`src/rtl/core/hap_pkg.sv`:
```
// ----------------------------------------------------------------------------
// hap_pkg
// Shared types, register indexes and constants of the adaptive predictor.
// ----------------------------------------------------------------------------
package hap_pkg;

	// default configuration of the predictor
	localparam int PredBandsDef  = 3;
	localparam int SampleBitsDef = 16;
	localparam int WeightResDef  = 19;

	// configuration port
	localparam int CfgIdxW = 3;

	typedef enum logic [CfgIdxW-1:0] {
		REG_MAX_ERROR       = 3'd0,
		REG_WEIGHT_EXP_MIN  = 3'd1,
		REG_WEIGHT_EXP_MAX  = 3'd2,
		REG_WEIGHT_INC_LOG  = 3'd3,
		REG_POSITION_OFFSET = 3'd4
	} reg_idx_t;

	typedef struct packed {
		logic        [7:0]  max_error;
		logic signed [4:0]  weight_exp_min;
		logic signed [4:0]  weight_exp_max;
		logic        [3:0]  weight_inc_log;
		logic        [15:0] position_offset;
	} cfg_t;

	// controller states
	typedef enum logic [3:0] {
		ST_IDLE,
		ST_MAC,
		ST_PRED,
		ST_RESID,
		ST_DIV,
		ST_QUANT,
		ST_MAP,
		ST_ERR,
		ST_UPD,
		ST_DONE
	} state_t;

	// commands from controller to datapath
	typedef struct packed {
		logic load_item;
		logic cnt_clr;
		logic cnt_inc;
		logic mac_en;
		logic pred_en;
		logic resid_en;
		logic div_en;
		logic quant_en;
		logic map_en;
		logic err_en;
		logic upd_en;
		logic out_load;
	} cmd_t;

	// status from datapath to controller
	typedef struct packed {
		logic t_pos;
		logic cnt_last;
		logic div_last;
	} status_t;

	// reset weight of tap idx: 7/8 of 2^wr, then each previous divided by 8
	function automatic longint init_weight(input int idx, input int wr);
		longint w;
		w = ((longint'(1) << wr) * 7) / 8;
		for (int i = 0; i < idx; i++) begin
			w = w / 8;
		end
		return w;
	endfunction

endpackage

```
`src/rtl/core/hyperspectral_adaptive_predictor_top.sv`:
```
// ----------------------------------------------------------------------------
// hyperspectral_adaptive_predictor_top
// Reduced-mode adaptive sample predictor with column-oriented local sums.
// ----------------------------------------------------------------------------
// One item at a time. With n = min(band, PRED_BANDS) taps in use, an item is
// accepted, then passes through a multiply-accumulate over the n taps on one
// shared multiplier, prediction and residual, a one-bit-per-cycle divider of
// max(SAMPLE_BITS,8)+1 quotient bits, quantizing and index mapping, the error
// sign and update exponent, a weight update over the same tap registers and
// the hand-over of the result. At position zero the divider, error and update
// steps are skipped. The hand-over waits while a previous result is still
// stalled in the output register, and the next item is taken while the result
// waits there. Configuration writes take effect at once, so write them only
// while no item is in flight.
module hyperspectral_adaptive_predictor_top
	import hap_pkg::*;
#(
	parameter int PRED_BANDS  = PredBandsDef,
	parameter int SAMPLE_BITS = SampleBitsDef,
	parameter int WEIGHT_RES  = WeightResDef
) (
	input  logic               clk,
	input  logic               arst_n,
	input  logic               in_valid,
	output logic               in_stall,
	input  logic [15:0]        sample,
	input  logic [15:0]        above_sample,
	input  logic [23:0]        position,
	input  logic [15:0]        band,
	output logic               out_valid,
	input  logic               out_stall,
	output logic [15:0]        mapped_index,
	input  logic               cfg_valid,
	output logic               cfg_ready,
	input  logic [CfgIdxW-1:0] cfg_index,
	input  logic [31:0]        cfg_data
);

	cfg_t    cfg;
	cmd_t    cmd;
	status_t status;

	assign cfg_ready = 1'b1;

	// configuration registers
	hap_cfg u_cfg (
		.clk     (clk),
		.arst_n  (arst_n),
		.wr_en   (cfg_valid && cfg_ready),
		.wr_idx  (cfg_index),
		.wr_data (cfg_data),
		.cfg     (cfg)
	);

	// sequencer
	hap_ctrl u_ctrl (
		.clk       (clk),
		.arst_n    (arst_n),
		.in_valid  (in_valid),
		.in_stall  (in_stall),
		.out_valid (out_valid),
		.out_stall (out_stall),
		.status    (status),
		.cmd       (cmd)
	);

	// datapath
	hap_dp #(
		.PRED_BANDS  (PRED_BANDS),
		.SAMPLE_BITS (SAMPLE_BITS),
		.WEIGHT_RES  (WEIGHT_RES)
	) u_dp (
		.clk          (clk),
		.arst_n       (arst_n),
		.cmd          (cmd),
		.cfg          (cfg),
		.sample       (sample),
		.above_sample (above_sample),
		.position     (position),
		.band         (band),
		.status       (status),
		.mapped_index (mapped_index)
	);

endmodule

```
`src/rtl/core/hap_cfg.sv`:
```
// ----------------------------------------------------------------------------
// hap_cfg
// Configuration registers of the adaptive predictor.
// ----------------------------------------------------------------------------
module hap_cfg
	import hap_pkg::*;
(
	input  logic               clk,
	input  logic               arst_n,
	input  logic               wr_en,
	input  logic [CfgIdxW-1:0] wr_idx,
	input  logic [31:0]        wr_data,
	output cfg_t               cfg
);

	cfg_t cfg_q;

	// register writes, unknown indexes are dropped
	always_ff @(posedge clk or negedge arst_n) begin
		if (!arst_n) begin
			cfg_q.max_error       <= 8'd0;
			cfg_q.weight_exp_min  <= -5'sd1;
			cfg_q.weight_exp_max  <= 5'sd3;
			cfg_q.weight_inc_log  <= 4'd6;
			cfg_q.position_offset <= 16'd5;
		end else if (wr_en) begin
			case (wr_idx)
				REG_MAX_ERROR:       cfg_q.max_error       <= wr_data[7:0];
				REG_WEIGHT_EXP_MIN:  cfg_q.weight_exp_min  <= wr_data[4:0];
				REG_WEIGHT_EXP_MAX:  cfg_q.weight_exp_max  <= wr_data[4:0];
				REG_WEIGHT_INC_LOG:  cfg_q.weight_inc_log  <= wr_data[3:0];
				REG_POSITION_OFFSET: cfg_q.position_offset <= wr_data[15:0];
				default: ;
			endcase
		end
	end

	assign cfg = cfg_q;

endmodule

```
`src/rtl/core/hap_ctrl.sv`:
```
// ----------------------------------------------------------------------------
// hap_ctrl
// Sequencer of the adaptive predictor: steps one item through the datapath.
// ----------------------------------------------------------------------------
module hap_ctrl
	import hap_pkg::*;
(
	input  logic    clk,
	input  logic    arst_n,
	input  logic    in_valid,
	output logic    in_stall,
	output logic    out_valid,
	input  logic    out_stall,
	input  status_t status,
	output cmd_t    cmd
);

	state_t state_q, state_d;
	logic   out_valid_q;
	logic   out_free;

	assign out_free = !out_valid_q || !out_stall;

	// next state
	always_comb begin
		state_d = state_q;
		case (state_q)
			ST_IDLE:  if (in_valid) state_d = ST_MAC;
			ST_MAC:   if (status.cnt_last) state_d = ST_PRED;
			ST_PRED:  state_d = ST_RESID;
			ST_RESID: state_d = status.t_pos ? ST_DIV : ST_QUANT;
			ST_DIV:   if (status.div_last) state_d = ST_QUANT;
			ST_QUANT: state_d = ST_MAP;
			ST_MAP:   state_d = status.t_pos ? ST_ERR : ST_DONE;
			ST_ERR:   state_d = ST_UPD;
			ST_UPD:   if (status.cnt_last) state_d = ST_DONE;
			ST_DONE:  if (out_free) state_d = ST_IDLE;
			default:  state_d = ST_IDLE;
		endcase
	end

	// commands
	always_comb begin
		cmd = '0;
		case (state_q)
			ST_IDLE: begin
				cmd.load_item = in_valid;
				cmd.cnt_clr   = in_valid;
			end
			ST_MAC: begin
				cmd.mac_en  = 1'b1;
				cmd.cnt_inc = !status.cnt_last;
			end
			ST_PRED:  cmd.pred_en = 1'b1;
			ST_RESID: begin
				cmd.resid_en = 1'b1;
				cmd.cnt_clr  = 1'b1;
			end
			ST_DIV: begin
				cmd.div_en  = 1'b1;
				cmd.cnt_inc = 1'b1;
			end
			ST_QUANT: cmd.quant_en = 1'b1;
			ST_MAP:   cmd.map_en = 1'b1;
			ST_ERR: begin
				cmd.err_en  = 1'b1;
				cmd.cnt_clr = 1'b1;
			end
			ST_UPD: begin
				cmd.upd_en  = 1'b1;
				cmd.cnt_inc = !status.cnt_last;
			end
			ST_DONE:  cmd.out_load = out_free;
			default:  cmd = '0;
		endcase
	end

	// state and output valid
	always_ff @(posedge clk or negedge arst_n) begin
		if (!arst_n) begin
			state_q     <= ST_IDLE;
			out_valid_q <= 1'b0;
		end else begin
			state_q <= state_d;
			if (cmd.out_load) begin
				out_valid_q <= 1'b1;
			end else if (!out_stall) begin
				out_valid_q <= 1'b0;
			end
		end
	end

	assign in_stall  = (state_q != ST_IDLE);
	assign out_valid = out_valid_q;

endmodule

```
`src/rtl/core/hap_dp.sv`:
```
// ----------------------------------------------------------------------------
// hap_dp
// Datapath of the adaptive predictor: dot product, prediction, quantizer,
// index mapping and weight update, with the history and weight registers.
// ----------------------------------------------------------------------------
module hap_dp
	import hap_pkg::*;
#(
	parameter int PRED_BANDS  = PredBandsDef,
	parameter int SAMPLE_BITS = SampleBitsDef,
	parameter int WEIGHT_RES  = WeightResDef
) (
	input  logic        clk,
	input  logic        arst_n,
	input  cmd_t        cmd,
	input  cfg_t        cfg,
	input  logic [15:0] sample,
	input  logic [15:0] above_sample,
	input  logic [23:0] position,
	input  logic [15:0] band,
	output status_t     status,
	output logic [15:0] mapped_index
);

	localparam int SB      = SAMPLE_BITS;
	localparam int WR      = WEIGHT_RES;
	localparam int P_SLOTS = (PRED_BANDS > 0) ? PRED_BANDS : 1;
	localparam int IDX_W   = (P_SLOTS > 1) ? $clog2(P_SLOTS) : 1;
	localparam int DIFF_W  = SB + 3;
	localparam int W_W     = WR + 3;
	localparam int PROD_W  = DIFF_W + W_W;
	localparam int ACC_W   = PROD_W + 5;
	localparam int NUM_W   = ((SB > 8) ? SB : 8) + 1;
	localparam int Q_W     = NUM_W + 1;
	localparam int MAP_W   = NUM_W + 2;
	localparam int QS_W    = Q_W + 10;
	localparam int CNT_MAX = (PRED_BANDS > NUM_W) ? PRED_BANDS : NUM_W;
	localparam int CNT_W   = $clog2(CNT_MAX + 1);
	localparam int RHO_W   = 7;
	localparam int DELTA_W = DIFF_W + 25;
	localparam int SUM_W   = DELTA_W + 1;
	localparam int TD_W    = 26;

	localparam logic [SB-1:0]           SMAX   = {SB{1'b1}};
	localparam logic [SB-1:0]           SMID   = SB'(1) << (SB - 1);
	localparam logic signed [ACC_W-1:0] HR_HI  =
		(ACC_W'(SMAX) << (WR + 2)) + (ACC_W'(1) << (WR + 1));
	localparam logic signed [SUM_W-1:0] W_HI   = (SUM_W'(1) << (WR + 2)) - SUM_W'(1);
	localparam logic signed [SUM_W-1:0] W_LO   = -(SUM_W'(1) << (WR + 2));
	localparam logic signed [RHO_W-1:0] RHO_OFS = RHO_W'(SAMPLE_BITS - WEIGHT_RES);

	// item registers
	logic        [SB-1:0]      s_q;
	logic        [SB-1:0]      above_q;
	logic        [23:0]        t_q;
	logic                      t_pos_q;
	logic                      z_pos_q;
	logic        [CNT_W-1:0]   used_q;
	logic signed [DIFF_W-1:0]  cdiff_q;
	logic        [CNT_W-1:0]   cnt_q;
	logic        [IDX_W-1:0]   idx;

	// state
	logic signed [DIFF_W-1:0]  hist_q [P_SLOTS];
	logic signed [W_W-1:0]     w_q    [P_SLOTS];
	logic        [SB-1:0]      last_q;

	// working registers
	logic signed [PROD_W-1:0]  prod_q;
	logic signed [ACC_W-1:0]   acc_q;
	logic        [SB:0]        dr_q;
	logic signed [SB:0]        resid_q;
	logic        [SB-1:0]      mag_q;
	logic        [8:0]         rem_q;
	logic        [NUM_W-1:0]   quo_q;
	logic signed [Q_W-1:0]     q_q;
	logic        [NUM_W-1:0]   aq_q;
	logic        [MAP_W-1:0]   mapped_q;
	logic signed [QS_W-1:0]    qstep_q;
	logic                      neg_q;
	logic signed [RHO_W-1:0]   rho_q;
	logic        [15:0]        out_q;

	logic [CNT_W-1:0] used_d;
	assign used_d = (band < 16'(PRED_BANDS)) ? band[CNT_W-1:0] : CNT_W'(PRED_BANDS);
	assign idx    = cnt_q[IDX_W-1:0];

	assign status.t_pos    = t_pos_q;
	assign status.cnt_last = (cnt_q == used_q);
	assign status.div_last = (cnt_q == CNT_W'(NUM_W - 1));

	// tap product
	logic signed [PROD_W-1:0] mult;
	assign mult = PROD_W'(hist_q[idx]) * PROD_W'(w_q[idx]);

	// high-resolution prediction, clipped at both ends
	logic signed [ACC_W-1:0] hr, hr_c;
	logic        [SB:0]      dr_d;
	assign hr   = acc_q + (ACC_W'(above_q) << (WR + 2)) + (ACC_W'(1) << (WR + 1));
	assign hr_c = hr[ACC_W-1] ? '0 : ((hr > HR_HI) ? HR_HI : hr);
	always_comb begin
		if (t_pos_q) begin
			dr_d = hr_c[WR+1 +: SB+1];
		end else if (z_pos_q) begin
			dr_d = {last_q, 1'b0};
		end else begin
			dr_d = {SMID, 1'b0};
		end
	end

	// residual and quantizer numerator
	logic        [SB-1:0]    pred;
	logic signed [SB:0]      resid;
	logic        [SB:0]      mag_w;
	logic        [NUM_W-1:0] num;
	assign pred  = dr_q[SB:1];
	assign resid = $signed({1'b0, s_q}) - $signed({1'b0, pred});
	assign mag_w = resid[SB] ? (SB+1)'(-resid) : resid;
	assign num   = NUM_W'(mag_w[SB-1:0]) + NUM_W'(cfg.max_error);

	// restoring divider step by 2*max_error+1
	logic [8:0] step;
	logic [9:0] rem_sh;
	logic       div_ge;
	assign step   = {cfg.max_error, 1'b1};
	assign rem_sh = {rem_q, quo_q[NUM_W-1]};
	assign div_ge = (rem_sh >= {1'b0, step});

	// signed quantizer index
	logic signed [Q_W-1:0] aq_s, q_d;
	assign aq_s = $signed({1'b0, quo_q});
	always_comb begin
		if (t_pos_q) begin
			q_d = resid_q[SB] ? -aq_s : aq_s;
		end else begin
			q_d = Q_W'(resid_q);
		end
	end

	// index mapping
	logic        [SB-1:0]    theta;
	logic signed [Q_W:0]     sq;
	logic        [MAP_W-1:0] mapped_d;
	assign theta = (pred < (SMAX - pred)) ? pred : (SMAX - pred);
	assign sq    = dr_q[0] ? -(Q_W+1)'(q_q) : (Q_W+1)'(q_q);
	always_comb begin
		if (aq_q > NUM_W'(theta)) begin
			mapped_d = MAP_W'(aq_q) + MAP_W'(theta);
		end else if (!sq[Q_W] && (sq <= $signed({2'b0, NUM_W'(theta)}))) begin
			mapped_d = MAP_W'(aq_q) << 1;
		end else begin
			mapped_d = (MAP_W'(aq_q) << 1) - MAP_W'(1);
		end
	end

	// bin center, error sign and update exponent
	logic signed [QS_W:0]     cen;
	logic        [SB-1:0]     center;
	logic signed [TD_W-1:0]   tdiff, tsh, rho0, rho1, emin, emax;
	logic signed [RHO_W-1:0]  rho_d;
	assign cen    = (QS_W+1)'($signed({1'b0, pred})) + (QS_W+1)'(qstep_q);
	assign center = cen[QS_W] ? '0 : ((cen > (QS_W+1)'(SMAX)) ? SMAX : cen[SB-1:0]);
	assign emin   = TD_W'(cfg.weight_exp_min);
	assign emax   = TD_W'(cfg.weight_exp_max);
	assign tdiff  = $signed({2'b0, t_q}) - $signed({10'b0, cfg.position_offset});
	assign tsh    = tdiff >>> cfg.weight_inc_log;
	assign rho0   = emin + tsh;
	assign rho1   = (rho0 > emax) ? emax : ((rho0 < emin) ? emin : rho0);
	assign rho_d  = $signed(rho1[RHO_W-1:0]) + RHO_OFS;

	// weight update of one tap
	logic signed [DELTA_W-1:0] u, one_sh, pos_sum, neg_sum, delta;
	logic        [RHO_W-1:0]   nrho;
	logic signed [SUM_W-1:0]   wsum, wnew;
	assign u       = neg_q ? -DELTA_W'(hist_q[idx]) : DELTA_W'(hist_q[idx]);
	assign nrho    = RHO_W'(-rho_q);
	assign one_sh  = DELTA_W'(1) << rho_q[RHO_W-2:0];
	assign pos_sum = u + one_sh;
	assign neg_sum = (u <<< nrho) + DELTA_W'(1);
	assign delta   = rho_q[RHO_W-1] ? (neg_sum >>> 1) : (pos_sum >>> (rho_q[RHO_W-2:0] + 1));
	assign wsum    = SUM_W'(w_q[idx]) + SUM_W'(delta);
	assign wnew    = (wsum > W_HI) ? W_HI : ((wsum < W_LO) ? W_LO : wsum);

	// item capture and working registers
	always_ff @(posedge clk) begin
		if (cmd.load_item) begin
			s_q     <= sample[SB-1:0];
			above_q <= above_sample[SB-1:0];
			t_q     <= position;
			t_pos_q <= (position != 24'd0);
			z_pos_q <= (band != 16'd0);
			used_q  <= used_d;
			cdiff_q <= {$signed({1'b0, sample[SB-1:0]}) - $signed({1'b0, above_sample[SB-1:0]}),
				2'b00};
			prod_q  <= '0;
			acc_q   <= '0;
		end
		if (cmd.mac_en) begin
			prod_q <= status.cnt_last ? '0 : mult;
			acc_q  <= acc_q + ACC_W'(prod_q);
		end
		if (cmd.pred_en) begin
			dr_q <= dr_d;
		end
		if (cmd.resid_en) begin
			resid_q <= resid;
			mag_q   <= mag_w[SB-1:0];
			rem_q   <= '0;
			quo_q   <= num;
		end
		if (cmd.div_en) begin
			rem_q <= div_ge ? 9'(rem_sh - {1'b0, step}) : rem_sh[8:0];
			quo_q <= {quo_q[NUM_W-2:0], div_ge};
		end
		if (cmd.quant_en) begin
			q_q  <= q_d;
			aq_q <= t_pos_q ? quo_q : NUM_W'(mag_q);
		end
		if (cmd.map_en) begin
			mapped_q <= mapped_d;
			qstep_q  <= QS_W'(q_q) * QS_W'($signed({1'b0, step}));
		end
		if (cmd.err_en) begin
			neg_q <= ({center, 1'b0} < dr_q);
			rho_q <= rho_d;
		end
		if (cmd.out_load) begin
			out_q <= 16'(mapped_q);
		end
	end

	// counter shared by taps and divider steps
	always_ff @(posedge clk or negedge arst_n) begin
		if (!arst_n) begin
			cnt_q <= '0;
		end else if (cmd.cnt_clr) begin
			cnt_q <= '0;
		end else if (cmd.cnt_inc) begin
			cnt_q <= cnt_q + CNT_W'(1);
		end
	end

	// predictor state: history, weights, previous sample
	always_ff @(posedge clk or negedge arst_n) begin
		if (!arst_n) begin
			for (int i = 0; i < P_SLOTS; i++) begin
				hist_q[i] <= '0;
				w_q[i]    <= W_W'(init_weight(i, WEIGHT_RES));
			end
			last_q <= '0;
		end else begin
			if (cmd.resid_en) begin
				last_q <= s_q;
			end
			if (cmd.upd_en && !status.cnt_last) begin
				w_q[idx] <= wnew[W_W-1:0];
			end
			if (cmd.out_load && (PRED_BANDS > 0)) begin
				for (int i = P_SLOTS - 1; i > 0; i--) begin
					hist_q[i] <= hist_q[i-1];
				end
				hist_q[0] <= cdiff_q;
			end
		end
	end

	assign mapped_index = out_q;

endmodule

```
`config.mk`:
```
export PLATFORM = sky130hd
export DESIGN_NAME = hyperspectral_adaptive_predictor_top
export DESIGN_NICKNAME = d
export VERILOG_FILES = /design/src/rtl/core/hap_pkg.sv /design/src/rtl/core/hyperspectral_adaptive_predictor_top.sv /design/src/rtl/core/hap_cfg.sv /design/src/rtl/core/hap_ctrl.sv /design/src/rtl/core/hap_dp.sv
export SDC_FILE = /design/constraint.sdc
export NUM_CORES = 2
export LEC_CHECK = 0
export ABC_AREA = 1
export BUFFER_PORTS_ARGS = -buffer_cell sky130_fd_sc_hd__buf_2
export CAP_MARGIN = 40
export CORE_ASPECT_RATIO = 1.75
export CORE_UTILIZATION = 45
export DETAILED_ROUTE_END_ITERATION = 8
export GPL_ROUTABILITY_DRIVEN = 0
export PLACE_DENSITY_LB_ADDON = 0.1
export SYNTH_ARGS = -nofsm -noshare
export SYNTH_HDL_FRONTEND = slang
export SYNTH_HIERARCHICAL = 1
export SYNTH_SLANG_ARGS = --single-unit
```
`constraint.sdc`:
```
create_clock -name clk -period 11 [get_ports clk]
set_input_delay 2.2 -clock clk [delete_from_list [all_inputs] [get_ports clk]]
set_output_delay 2.2 -clock clk [all_outputs]
set_load 0.05 [all_outputs]
```
; Word level (Yosys, flattened, before mapping)
; Index checks and enable logic that the tools add are counted.
; Widths: inputs -> output; s select.
[classes]
reduce_logical = 24
add_sub_neg = 24
mux = 63
bitwise_logic = 1
order_cmp = 14
n_mul = 2
shift = 4
n_eq_ne = 21
[ops]
columns = op, count
row1 = $mux 41, 3
row2 = $mux 16, 7
row3 = $mux 22, 5
row4 = $mux 46, 2
row5 = $mux 44, 2
row6 = $mux 37, 2
row7 = $mux 17, 4
row8 = $bwmux 66, 1
row9 = $mux 19, 3
row10 = $add 46x21->46 const B, 1
row11 = $add 46x37->46, 1
row12 = $add 46x41->46, 1
row13 = $gt 46x38->1 const B, 1
row14 = $add 22x44->45, 1
row15 = $gt 45x22->1 const B, 1
row16 = $lt 45x22->1 const B, 1
row17 = $add 44x2->44 const B, 1
row18 = $add 44x44->44, 1
row19 = $bmux 22 s2, 1
row20 = $demux 22 s2, 1
row21 = $neg 19->44, 1
row22 = $shl 1x6->44 const A, 1
row23 = $sshl 44x7->44, 1
row24 = $sshr 44x32->44, 1
row25 = other kinds (63), 109
[word_totals]
reg_bits = 527
word_cells = 190

; Depth between registers and ports, before layout
[depth]
depth_word = 14
ltp_mapped = 67
ltp_nobuf = 64

; By module
; Netlist, hierarchy kept.
[by_module_without_submodules]
columns = module, area_per_inst_um2, seq_area_each_um2, instances, cells_per_inst
row1 = hap_dp, 65341.4, 13674.4, 1, 9014
row2 = hap_cfg, 1584.0, 964.7, 1, 174
row3 = hap_ctrl, 446.7, 125.1, 1, 75
row4 = hyperspectral_adaptive_predictor_top, 11.3, 0.0, 1, 2

; Worst setup path after synthesis
; OpenSTA, ideal clock, no wires.
[synth_path]
kind = register to register
start = reg u_dp.cnt_q[1]
end = reg u_dp.prod_q[40], data pin
period_less_slack_ns = 7.944
t_required_ns = 10.730
t_arrival_ns = 7.675
path_stages_with_launch = 25
setup_slack_ns = 3.056
cell_sequence = dfrtp_1 -> inv_2 -> buf_4 -> clkbuf_1 -> o21ai_0 -> o21ai_1 -> clkbuf_1 -> nand2_1 -> inv_1 -> fa_1 -> fa_1 -> fa_1 -> fa_1 -> fa_1 -> fa_1 -> ha_1 -> ha_1 -> inv_1 -> nor3_1 -> nand2_1 -> nor4_1 -> nand3_1 -> nand4_1 -> or2_2 -> a21oi_1
[synth_via]
elab_chain_cells = 7
elab_cells_between_ends = 11
[synth_rtl]
columns = element, line
row1 = start: declaration, hap_dp.sv:60  ; logic [CNT_W-1:0] cnt_q;
row2 = start signal: assignment, hap_dp.sv:239  ; cnt_q <= cnt_q + CNT_W'(1);
row3 = $not 2->3 (not written as such), hap_dp.sv:94  ; assign mult = PROD_W'(hist_q[idx]) * PROD_W'(w_q[idx]);
row4 = $bmux 19 s2 / $bmux 22 s2 (equally long branches), hap_dp.sv:94
row5 = $mux 19 (not written as such) / $mux 22 (equally long branches) (2 in series), hap_dp.sv:94
row6 = $mul 19x22->41, hap_dp.sv:94
row7 = $mux 41 *, hap_dp.sv:199  ; prod_q <= status.cnt_last ? '0 : mult;
row8 = $mux 41 *, hap_dp.sv:198  ; if (cmd.mac_en) begin
row9 = end signal: assignment, hap_dp.sv:199
row10 = end: declaration, hap_dp.sv:69  ; logic signed [PROD_W-1:0] prod_q;
; Mark *: on every way between the ends. The rest lies on a longest branch, timed or not. The select of a mux whose other input is x is not followed.
; A chain may end at the register's enable or synchronous reset.

; Worst setup path after layout
[layout_path]
start = reg u_dp.cnt_q[1]
end = reg u_dp/w_q[0] in the netlist's numbering
[layout_via]
elab_chain_cells = 14
elab_cells_between_ends = 28
[layout_rtl]
columns = element, line
row1 = $not 2->3 (not written as such), "hap_dp.sv:175, hap_dp.sv:181, hap_dp.sv:256"
row2 = $bmux 19 s2, hap_dp.sv:175  ; assign u = neg_q ? -DELTA_W'(hist_q[idx]) : DELTA_W'(hist_q[idx]);
row3 = $mux 19 (not written as such) (2 in series), hap_dp.sv:175
row4 = $neg 19->44, hap_dp.sv:175
row5 = $mux 44, hap_dp.sv:175
row6 = $sshl 44x7->44 / $add 44x44->44 (equally long branches), "hap_dp.sv:179, hap_dp.sv:178"
row7 = $add 44x2->44 / $sshr 44x32->44 (equally long branches), "hap_dp.sv:179, hap_dp.sv:180"
row8 = $mux 44, hap_dp.sv:180  ; assign delta = rho_q[RHO_W-1] ? (neg_sum >>> 1) : (pos_sum >>> (rho_q[RHO_W-2:0] + 1));
row9 = $add 22x44->45, hap_dp.sv:181  ; assign wsum = SUM_W'(w_q[idx]) + SUM_W'(delta);
row10 = $lt 45x22->1, hap_dp.sv:182  ; assign wnew = (wsum > W_HI) ? W_HI : ((wsum < W_LO) ? W_LO : wsum);
row11 = $mux 22 (2 in series), hap_dp.sv:182
row12 = $bwmux 66, hap_dp.sv:256  ; w_q[idx] <= wnew[W_W-1:0];
row13 = end signal: indexed assignment, hap_dp.sv:248  ; w_q[i] <= W_W'(init_weight(i, WEIGHT_RES));
row14 = end signal: indexed assignment, hap_dp.sv:256
row15 = end: declaration, hap_dp.sv:65  ; logic signed [W_W-1:0] w_q [P_SLOTS];
; Several ways; a longest one is shown, not always the timed one. The select of a mux whose other input is x is not followed.

==> results.md <==
- Status: finished, final reports clean
- Clk sink count: ~520
- Max Cap Viol: 0
- Share of layout cells above drive strength 1: 0.0571
- Critical path destination: u_dp/w_q[0]
- Placed wire-length estimate: 189000 um
- Slew @ Worst Pin: approximately 0.9 ns
- DRC: 0
- Area grow syn2layout: 7.06%
- Via count: 61994
- First drt pass iteration count: 8
- Path depth of the worst reg2reg path: 51
- Hold_buf cts: 0
- Worst R2R Setup Slack: 1.0 ns
- Design area: 72100 um2
- Congestion Overflow GR: 0
- Syn_area_per_cell: 7.27 um2
- Data arrival, critical path: 10.53 ns
- Core ar.: about 150000 um2
- Post-synth EDFFs: 340
- Iter 0 DRT Violations: 4461
- Placed cell count: 11180
- CTS clk-pin slew, worst paths: about 0.070 ns
- Max Clock Skew: approximately 0.053 ns
- Largest net degree at the start of global routing: 97
- Top FF cell, synth: edfxtp_1
- Crit path from: u_dp/cnt_q[1]
- Die area: 151000 um2
- Pins Over Slew Limit: 0
- Reg-to-Reg Start: u_dp/cnt_q[1]
- Levels on crit path: 51
- DR top layer: met4
- Most frequent cells in the layout: nand2_1, inv_1, nand3_1
- H-tree Lvls: 2
- Most common cell on crit path: nand2_1
- Critical path's slowest cell: a21boi_0
- Placed Area: 70200 um2
- CP Max Fanout: 32
- Slew headroom: 0.388
- Yosys warns: 6
- Wl on met1: roughly 80000 um
- Setup CP Type: register to register
- Post-CTS Resized: 0
- Async S/R FF share, synth: 0.347
- Unrepaired setup endpoints after global routing: no
- Filler instances: 15176
- CTS tree: built
- Post-route ant nets: 0
- Sequential area share after synthesis: 0.219
- First-pass GRT wire length: between 300000 and 400000 um
- IO Count: 131
- Peak Freq: 100 MHz
- Root buf cell: clkbuf_16
- WL met3: 9840 um
- DR WL/cell: 20.4 um
- Final setup vio count: 0
- CP endpoint kind: register
- DIE HEIGHT: approximately 510 um
- Distinct cells, synth: between 70 and 80
- Worst-skew pair later-pin latency: 0.69 ns
- Synthesized area: 67400 um2
- Row cnt: ~190
- Setup repair bufs after CTS: 0
- Global Route Usage Sum: 0.308
- Port bufs: ~110
- Vias in the first global route: 63047
- Delay-heaviest family, CP: simple AND/OR/NAND/NOR gates
- Die Wd: ~300 um
- Initial antenna violation count: 4
- Met2 wire length: roughly 120000 um
- Reg2Reg Capture Point: u_dp/w_q[0]
- Sum Neg Setup Slack: 0 ns
- Synthesized flop and latch total: 521
- Routed wire length: 231000 um
- Endpoints failing hold: 0
- Startpoint Class: register
- CP peak stage delay: 0.76 ns
- Fin nets: 10482
- Bufs and invs on worst path: 10
- Hold Crit Class: register to register
- Tcrit/Tclk final: 0.909
- Max Root-Sink Buffers: 3
- Critical Path RT: 11.53 ns
- Synth Instances: approximately 9300
- Most common cell after layout, fill and taps aside: nand2_1
- TritonCTS Buffers: 55
- Vias/cell: 5.49
- Starting Density: 0.454
- Final std cells w/o fill: roughly 11000
- Min cycle time layout: 10.00 ns
## registers in the layout, indices dropped and copies added (netlist names), 17 cells and up
| register | count |
|---|---|
| u_dp/quo_q | 17 |
| u_dp/dr_q | 17 |
| u_cfg/cfg | 38 |
| u_dp/w_q | 66 |
| u_dp/t_q | 24 |
| u_dp/hist_q | 51 |
| u_dp/prod_q | 39 |
| u_dp/qstep_q | 28 |
| u_dp/cdiff_q | 17 |
| u_dp/q_q | 18 |
| u_dp/resid_q | 17 |
| u_dp/acc_q | 44 |
## routing by layer
layer | track usage | vias to the layer above
li1 | - | 29817
met1 | 0.326 | 29774
met2 | 0.562 | 1766
met3 | 0.0311 | 637
met4 | 0.230 | 0
met5 | 0 | -
## worst min path at each step
stage / slack (ns) / from / to / depth (start not counted)
2_1_floorplan: 0.40 / u_dp/mapped_q[0] / u_dp/mapped_index[0] / 0
3_3_place_gp: 0.40 / u_dp/mapped_q[8] / u_dp/mapped_index[8] / 0
3_5_place_dp: 0.40 / u_dp/mapped_q[9] / u_dp/mapped_index[9] / 0
4_1_cts: 0.42 / u_dp/mapped_q[9] / u_dp/mapped_index[9] / 0
5_1_grt: 0.42 / u_dp/mapped_q[9] / u_dp/mapped_index[9] / 0
6_report: 0.42 / u_dp/mapped_q[9] / u_dp/mapped_index[9] / 0
## through the flow
step | hold WS (ns) | util | worst slack (ns)
2_1_floorplan | 0.400 | - | 3.06
3_3_place_gp | 0.403 | 0.471 | 1.34
3_5_place_dp | 0.405 | 0.473 | 1.31
4_1_cts | 0.419 | 0.485 | 1.26
5_1_grt | 0.425 | 0.486 | 0.436
6_report | 0.418 | 0.486 | 0.999
## area by class of cell
| cell class | count | area [um2] | area share |
|---|---|---|---|
| multi-input combinational | 6921 | 45700 | 0.634 |
| sequential | 521 | 14800 | 0.205 |
| inverter | 1544 | 5800 | 0.0804 |
| tap | 1984 | 2480 | 0.0344 |
| clock buffer | 74 | 1560 | 0.0217 |
| timing repair buffer | 213 | 1490 | 0.0206 |
| clock inverter | 30 | 319 | 0.00442 |
| antenna | 2 | 5.00 | 0.0000694 |
## worst reg2reg max path: cells and delay by family (launching register included)
family / cells / cell delay (ns)
AOI/OAI and AO/OA: 5 / 1.93
xor gates and xnor gates: 1 / 0.14
adders and majority gates: 4 / 1.26
buffers and inverters: 10 / 1.32
DFF: 1 / 0.59
and+or+nand+nor: 31 / 4.66
## cells by family after synthesis
| kind of cell | synth area share |
|---|---|
| simple gates | 0.260 |
| buf+inv | 0.104 |
| compound gates | 0.113 |
| fa+ha+maj | 0.265 |
| flops | 0.219 |
| xor+xnor | 0.0386 |
| mux | 0.00108 |
| other cells | 0.000111 |
## Yosys cell counts, types with 33 or more instances
cell / number / area, um2
a21oi_1: 595 / 2980
a31oi_1: 55 / 344
buf_1: 33 / 124
buf_2: 34 / 170
clkbuf_1: 201 / 754
dfrtp_1: 161 / 4030
edfxtp_1: 340 / 10200
fa_1: 518 / 10400
ha_1: 596 / 7460
inv_1: 1484 / 5570
nand2_1: 2411 / 9050
nand3_1: 752 / 3760
nand4_1: 80 / 500
nor2_1: 613 / 2300
nor3_1: 64 / 320
nor4_1: 39 / 244
o211ai_1: 48 / 360
o21ai_0: 433 / 2170
o21bai_1: 33 / 248
or2_2: 80 / 500
xnor2_1: 122 / 1070
xor2_1: 171 / 1500
Power is not shown: default switching activity piles up to over one toggle a cycle in this logic, so the estimate is an artifact.
